--- config.mk ---
export PLATFORM = sky130hd
export DESIGN_NAME = interval_reservation_table
export DESIGN_NICKNAME = d
export VERILOG_FILES = /design/src/hdl/irt_pkg.sv /design/src/hdl/irt_ram.sv /design/src/hdl/interval_reservation_table.sv
export SDC_FILE = /design/constraint.sdc
export NUM_CORES = 2
export LEC_CHECK = 0
export BUFFER_PORTS_ARGS = -buffer_cell sky130_fd_sc_hd__clkbuf_2
export CORE_ASPECT_RATIO = 1.5
export CORE_MARGIN = 5
export CORE_UTILIZATION = 35
export DETAILED_ROUTE_END_ITERATION = 8
export SYNTH_ARGS = -nofsm -noshare
export SYNTH_HDL_FRONTEND = slang
export SYNTH_HIERARCHICAL = 1
export SYNTH_SLANG_ARGS = --single-unit
--- constraint.sdc ---
create_clock -name i_clk -period 8.12 [get_ports i_clk]
set_input_delay 0.812 -clock i_clk [delete_from_list [all_inputs] [get_ports i_clk]]
set_output_delay 0.812 -clock i_clk [all_outputs]
set_load 0.05 [all_outputs]
--- src/hdl/irt_pkg.sv ---
// ----------------------------------------------------------------------------
// irt_pkg
// shared types and status codes for the interval reservation table
// ----------------------------------------------------------------------------
package irt_pkg;

    localparam int TIME_W = 32;
    localparam int ENTRY_W = 2 * TIME_W;

    typedef logic [TIME_W-1:0] t_time;
    typedef logic [1:0] t_status;

    localparam t_status STATUS_BOOKED = 2'd0;
    localparam t_status STATUS_OVERLAP = 2'd1;
    localparam t_status STATUS_FULL = 2'd2;

endpackage

--- src/hdl/irt_ram.sv ---
// ----------------------------------------------------------------------------
// irt_ram
// generic single-write, single-read synchronous ram with registered read data
// ----------------------------------------------------------------------------
module irt_ram #(
    parameter int WIDTH = 64,
    parameter int DEPTH = 64,
    parameter int AW = (DEPTH > 1) ? $clog2(DEPTH) : 1
) (
    input  logic             i_clk,
    input  logic             i_we,
    input  logic [AW-1:0]    i_waddr,
    input  logic [WIDTH-1:0] i_wdata,
    input  logic [AW-1:0]    i_raddr,
    output logic [WIDTH-1:0] o_rdata
);

    logic [WIDTH-1:0] r_mem [DEPTH];
    logic [WIDTH-1:0] r_rdata;

    always_ff @(posedge i_clk) begin
        if (i_we) begin
            r_mem[i_waddr] <= i_wdata;
        end
        r_rdata <= r_mem[i_raddr];
    end

    assign o_rdata = r_rdata;

endmodule

--- src/hdl/interval_reservation_table.sv ---
// ----------------------------------------------------------------------------
// interval_reservation_table
// books half-open time ranges, refusing any that clash with a stored range or that find the table full
// the o_done strobe follows a scan of the stored ranges, cut short by a clash;
//   a new request is taken only once the last is done (busy low), as the single
//   ram read port scans the stored ranges one per cycle
// reset: synchronous active low, empties the table (fill count to zero)
// results are strobed for one cycle and cannot be stalled by the receiver
// ----------------------------------------------------------------------------
module interval_reservation_table #(
    parameter int CAPACITY = 64
) (
    input  logic                  i_clk,
    input  logic                  i_rst_n,
    input  logic                  start,
    output logic                  busy,
    input  irt_pkg::t_time        i_start_time,
    input  irt_pkg::t_time        i_end_time,
    output logic                  o_done,
    output irt_pkg::t_status      o_status
);

    localparam int AW = (CAPACITY > 1) ? $clog2(CAPACITY) : 1;
    localparam int CW = $clog2(CAPACITY + 1);

    localparam logic [0:0] S_IDLE = 1'b0;
    localparam logic [0:0] S_SCAN = 1'b1;

    logic [0:0]             r_state, n_state;
    logic [CW-1:0]          r_fill, n_fill;
    logic [CW-1:0]          r_issue, n_issue;
    logic                   r_pend, n_pend;
    irt_pkg::t_time         r_lo, n_lo;
    irt_pkg::t_time         r_hi, n_hi;
    logic                   r_done, n_done;
    irt_pkg::t_status       r_status, n_status;

    logic                   w_accept;
    logic                   w_clash;
    logic                   w_we;
    logic [irt_pkg::ENTRY_W-1:0] w_rdata;
    irt_pkg::t_time         w_ent_lo;
    irt_pkg::t_time         w_ent_hi;

    irt_ram #(
        .WIDTH (irt_pkg::ENTRY_W),
        .DEPTH (CAPACITY),
        .AW    (AW)
    ) u_ram (
        .i_clk   (i_clk),
        .i_we    (w_we),
        .i_waddr (r_fill[AW-1:0]),
        .i_wdata ({r_hi, r_lo}),
        .i_raddr (r_issue[AW-1:0]),
        .o_rdata (w_rdata)
    );

    assign w_accept = start && (r_state == S_IDLE);
    assign w_ent_lo = w_rdata[irt_pkg::TIME_W-1:0];
    assign w_ent_hi = w_rdata[irt_pkg::ENTRY_W-1:irt_pkg::TIME_W];
    assign w_clash  = r_pend && (r_lo < w_ent_hi) && (r_hi > w_ent_lo);

    always_comb begin
        n_state  = r_state;
        n_fill   = r_fill;
        n_issue  = r_issue;
        n_pend   = 1'b0;
        n_lo     = r_lo;
        n_hi     = r_hi;
        n_done   = 1'b0;
        n_status = r_status;
        w_we     = 1'b0;
        unique case (r_state)
            S_IDLE: begin
                if (start) begin
                    n_state = S_SCAN;
                    n_issue = '0;
                    n_lo    = i_start_time;
                    n_hi    = i_end_time;
                end
            end
            S_SCAN: begin
                // issue one read a cycle, compare each entry returned in the cycle after its read
                if (r_issue != r_fill) begin
                    n_issue = r_issue + CW'(1);
                    n_pend  = 1'b1;
                end
                priority if (w_clash) begin
                    n_state  = S_IDLE;
                    n_pend   = 1'b0;
                    n_done   = 1'b1;
                    n_status = irt_pkg::STATUS_OVERLAP;
                end else if (r_issue == r_fill) begin
                    n_state = S_IDLE;
                    n_done  = 1'b1;
                    if (r_fill == CW'(CAPACITY)) begin
                        n_status = irt_pkg::STATUS_FULL;
                    end else begin
                        n_status = irt_pkg::STATUS_BOOKED;
                        w_we     = 1'b1;
                        n_fill   = r_fill + CW'(1);
                    end
                end else begin
                    n_state = S_SCAN;
                end
            end
            default: begin
                n_state = S_IDLE;
            end
        endcase
    end

    always_ff @(posedge i_clk) begin
        if (!i_rst_n) begin
            r_state <= S_IDLE;
            r_fill  <= '0;
            r_issue <= '0;
            r_pend  <= 1'b0;
            r_done  <= 1'b0;
        end else begin
            r_state <= n_state;
            r_fill  <= n_fill;
            r_issue <= n_issue;
            r_pend  <= n_pend;
            r_done  <= n_done;
        end
        r_lo     <= n_lo;
        r_hi     <= n_hi;
        r_status <= n_status;
    end

    assign busy     = (r_state != S_IDLE);
    assign o_done   = r_done;
    assign o_status = r_status;

    a_fill_bound: assert property (@(posedge i_clk) disable iff (!i_rst_n)
        r_fill <= CW'(CAPACITY))
        else $error("fill count above capacity");

    a_accept_busy: assert property (@(posedge i_clk) disable iff (!i_rst_n)
        w_accept |=> busy)
        else $error("not busy after accepting a request");

    a_done_idle: assert property (@(posedge i_clk) disable iff (!i_rst_n)
        o_done |-> !busy)
        else $error("result strobed while still scanning");

    a_booked_grows: assert property (@(posedge i_clk) disable iff (!i_rst_n)
        (o_done && (o_status == irt_pkg::STATUS_BOOKED)) |->
            (r_fill == $past(r_fill) + CW'(1)))
        else $error("booked beat without table growth");

    a_refused_stable: assert property (@(posedge i_clk) disable iff (!i_rst_n)
        (o_done && (o_status != irt_pkg::STATUS_BOOKED)) |-> $stable(r_fill))
        else $error("refused beat changed the table");

endmodule

==> reports/qor.yml <==
outcome:
  outcome: "complete, but fails checks"
  violations: "capacitance limit, slew limit"
clock_tree:
  cts_buffer_depth: 4
  numCtsBuffers: 361
  clk_latency_ns: 0.93
  cts_tree: "built"
  clkSinkCount: 4243
  root_buffer: "clkbuf_16"
  htreeDepth: 5
  cts.reportedPaths.clkPinSlew_ns: 0.07
floorplan:
  io_pins: 71
  die_width_um: 564
  coreArea_sq_mm: 0.459
  die_h_um: 840
  dieArea_sq_mm: 0.473
  start_util_pct: 35.0
  fp-row-count: 305
finish:
  drive_above_1_share_pct: 26.8
  nFillCells: 39900
  final_common_cell: "edfxtp_1"
  stdcell_count: 14000
  regArea_sq_mm: 0.127
  area_growth_pct: 14.0
  multi_input_area_sq_mm: 0.0327
  mostFrequentLayoutCells: "edfxtp_1, mux4_2, clkbuf_16"
  nets: 7473
timing:
  setup_tns_ns: 0
  clock.fmax_mhz: 164
  slew_violations: 13
  rsz0062_at_grt: "no"
  slew-limit-headroom_pct: -5.59
  final-setup-viol-count: 0
  finalCriticalPeriod_ns: 6.12
  hold_viol: 0
  finalClockSkew_ns: 0.0755
  worst_pin_slew_ns: 1.58
  hold_ws_ns: 0.108
  fin_crit_sh_pct: 75.3
logic_synthesis:
  ys_async_sr_fraction_pct: 0
  syn_nets: 7126
  yosys_most_used_dff: "edfxtp_1"
  yosysUniqueCellTypes: 59
  synth-warning-count: 6
  ys_ff_latch: 4243
  synth_edf_count: 4162
  avgSynthCellArea_sq_um: 23.0
  syn-instance-count: 6993
  yosysSeqAreaShare_pct: 78.7
  netlist_area_sq_mm: 0.161
setup_path:
  slowest_delay_ns: 1.23
  startpoint: "r_hi[23]$_DFFE_PP_"
  worst_path_most_repeated_cell: "buf_4"
  path_class: "reg -> reg"
  endpoint_kind: "flop"
  cp.depth: 13
  cp.required_ns: 8.72
  crit_fanout: 65
  r2r_slack_ns: 2.00
  path_cells: "buf_4 > ha_1 > nand4_1 > inv_1 > a221o_1 > a2111oi_4 > a2111oi_4 > buf_4 > nor2_1 > nor2b_1 > nand2_1 > nor2_4 > buf_4"
  path_buf_inv: 4
  crit_arrival_ns: 6.71
  critPathTopFamily: "simple AND/OR/NAND/NOR gates"
  crit_path_start_kind: "flop"
  reg2reg_depth: 13
  r2r-end: "u_ram/r_mem[58][7]$_DFFE_PP_"
  endpoint: "u_ram/r_mem[58][7]$_DFFE_PP_"
  r2r-start: "r_hi[23]$_DFFE_PP_"
  slowest_stage: "nor2_4"
power_and_ir_drop:
  switching_power_mw: 9.04
  ir_drop_mv: 0.189
  clockPowerShare_pct: 41.5
  p_comb_share_pct: 3.4
  p_sw_share_pct: 20.6
  power.total_mw: 44.0
  p_int_mw: 34.9
  power_density_mw_per_mm2: 240
  seq_power_share_pct: 55.2
  p_leak_nw: 54.2
routing:
  vias: 78100
  wl_per_cell_um: 33.7
  viasPerCell: 5.59
  drt.antenna.violating_nets: 0
  drtPass1Iterations: 6
  drcViolationCount: 0
  drt-total-wl_um: 470000
  drtIter0Drc: 9738
worst_hold_path:
  hold_path.class: "in -> reg"
global_route:
  grt_max_degree: 115
  track_usage_pct: 19.4
  antenna_found_initial: 50
  grt_pass1_vias: 79400
  overflow: 0
  grt_pass1_wl_um: 646000
job:
  drv_cap: 1
place:
  hpwl_um: 281000
  gp_congestion: 0.878
  port_buffers: 70
  place_inst: 13100
-- cells by family after synthesis --
family | count (synthesis) | share of synthesized area, %
DFF | 4243 | 78.7
buffers and inverters | 463 | 1.32
xor gates and xnor gates | 7 | 0.0381
muxes | 1163 | 15.2
and+or+nand+nor | 476 | 1.50
adders and majority gates | 66 | 0.513
AOI/OAI and AO/OA | 575 | 2.71
-- layout make-up --
type,instances,share of cell area (%)
diodes,192,0.262
inverters,88,0.180
repair buffers,359,1.75
flip-flops and latches,4243,69.1
clock inverters,232,1.52
clock buffers,426,5.18
well taps,6140,4.19
multi-input cells,2287,17.8
-- Yosys cell counts, types with 66 or more instances --
master,n,area (sq um)
o22ai_1,83,519
dfxtp_1,81,1620
buf_2,170,851
a22oi_1,168,1260
mux4_2,1024,23100
mux2i_1,138,1380
a22o_1,88,771
nor2_1,127,477
clkbuf_1,144,541
inv_1,88,330
and3_1,68,425
nand2_1,74,278
ha_1,66,826
edfxtp_1,4162,125000
-- worst register-to-register path, cell delays in order, from the launching register on --
cell       delay, ns
edfxtp_1        0.33
buf_4           0.55
ha_1            0.45
nand4_1         0.15
inv_1           0.08
a221o_1         0.38
a2111oi_4       0.43
a2111oi_4       0.13
buf_4           0.23
nor2_1          0.45
nor2b_1         0.32
nand2_1         0.57
nor2_4          1.24
buf_4           0.49
-- registers in the layout, indices dropped and copies added, names as in the netlist --
| name | count |
|---|---|
| r_lo | 32 |
| u_ram/r_mem | 4096 |
| r_fill | 7 |
| o_status | 2 |
| r_issue | 7 |
| busy | 1 |
| r_pend | 1 |
| r_hi | 32 |
| o_done | 1 |
| u_ram/o_rdata | 64 |
-- metrics by stage --
step           area (sq um)  utilization [%]  setup WS, ns
2_1_floorplan        161000                -          1.34
4_1_cts              183000             39.8          2.12
6_report             183000             39.9          2.00
3_5_place_dp         171000             37.1          2.13
5_1_grt              183000             39.9          1.80
3_3_place_gp         171000             37.1          2.25
-- timing repair --
item / 4_1_cts / 5_1_grt
buffers inserted: 0 / 0
resized for setup: 0 / 0
endpoints found under the hold margin: 2 / 0
hold buffers: 2 / 0
-- metal layers --
| layer | up-vias | track usage (%) | routed length [um] |
|---|---|---|---|
| met3 | 906 | 2.76 | 31300 |
| met4 | 10 | 12.6 | 35500 |
| met5 | - | 0 | 67 |
| li1 | 30700 | - | - |
| met1 | 42600 | 22.4 | 162000 |
| met2 | 3889 | 33.7 | 242000 |
-- power groups by stage --
stage,Combinational [mW],Clock (mW),Sequential [mW]
detailed placement,1.50,0,24.7
finish,1.49,18.2,24.3
CTS,1.51,18.5,24.2
global route,1.56,19.4,24.2
global placement,1.48,0,24.7
floorplan,0.591,0,24.9
-- how the worst min path moves through the flow --
stage                                 from                            to  slack (ns)  cells past startpoint
finish                     i_start_time[1]             r_lo[1]$_DFFE_PP_        0.11                      1
global placement         r_lo[2]$_DFFE_PP_  u_ram/r_mem[54][2]$_DFFE_PP_        0.47                      0
floorplan           r_fill[6]$_SDFFE_PN0P_        r_fill[6]$_SDFFE_PN0P_        0.48                      2
global route                i_end_time[24]            r_hi[24]$_DFFE_PP_        0.08                      1
detailed placement       r_lo[2]$_DFFE_PP_  u_ram/r_mem[54][2]$_DFFE_PP_        0.49                      0
CTS                        i_start_time[1]             r_lo[1]$_DFFE_PP_        0.03                      1
(Power assumes the default switching activity.)
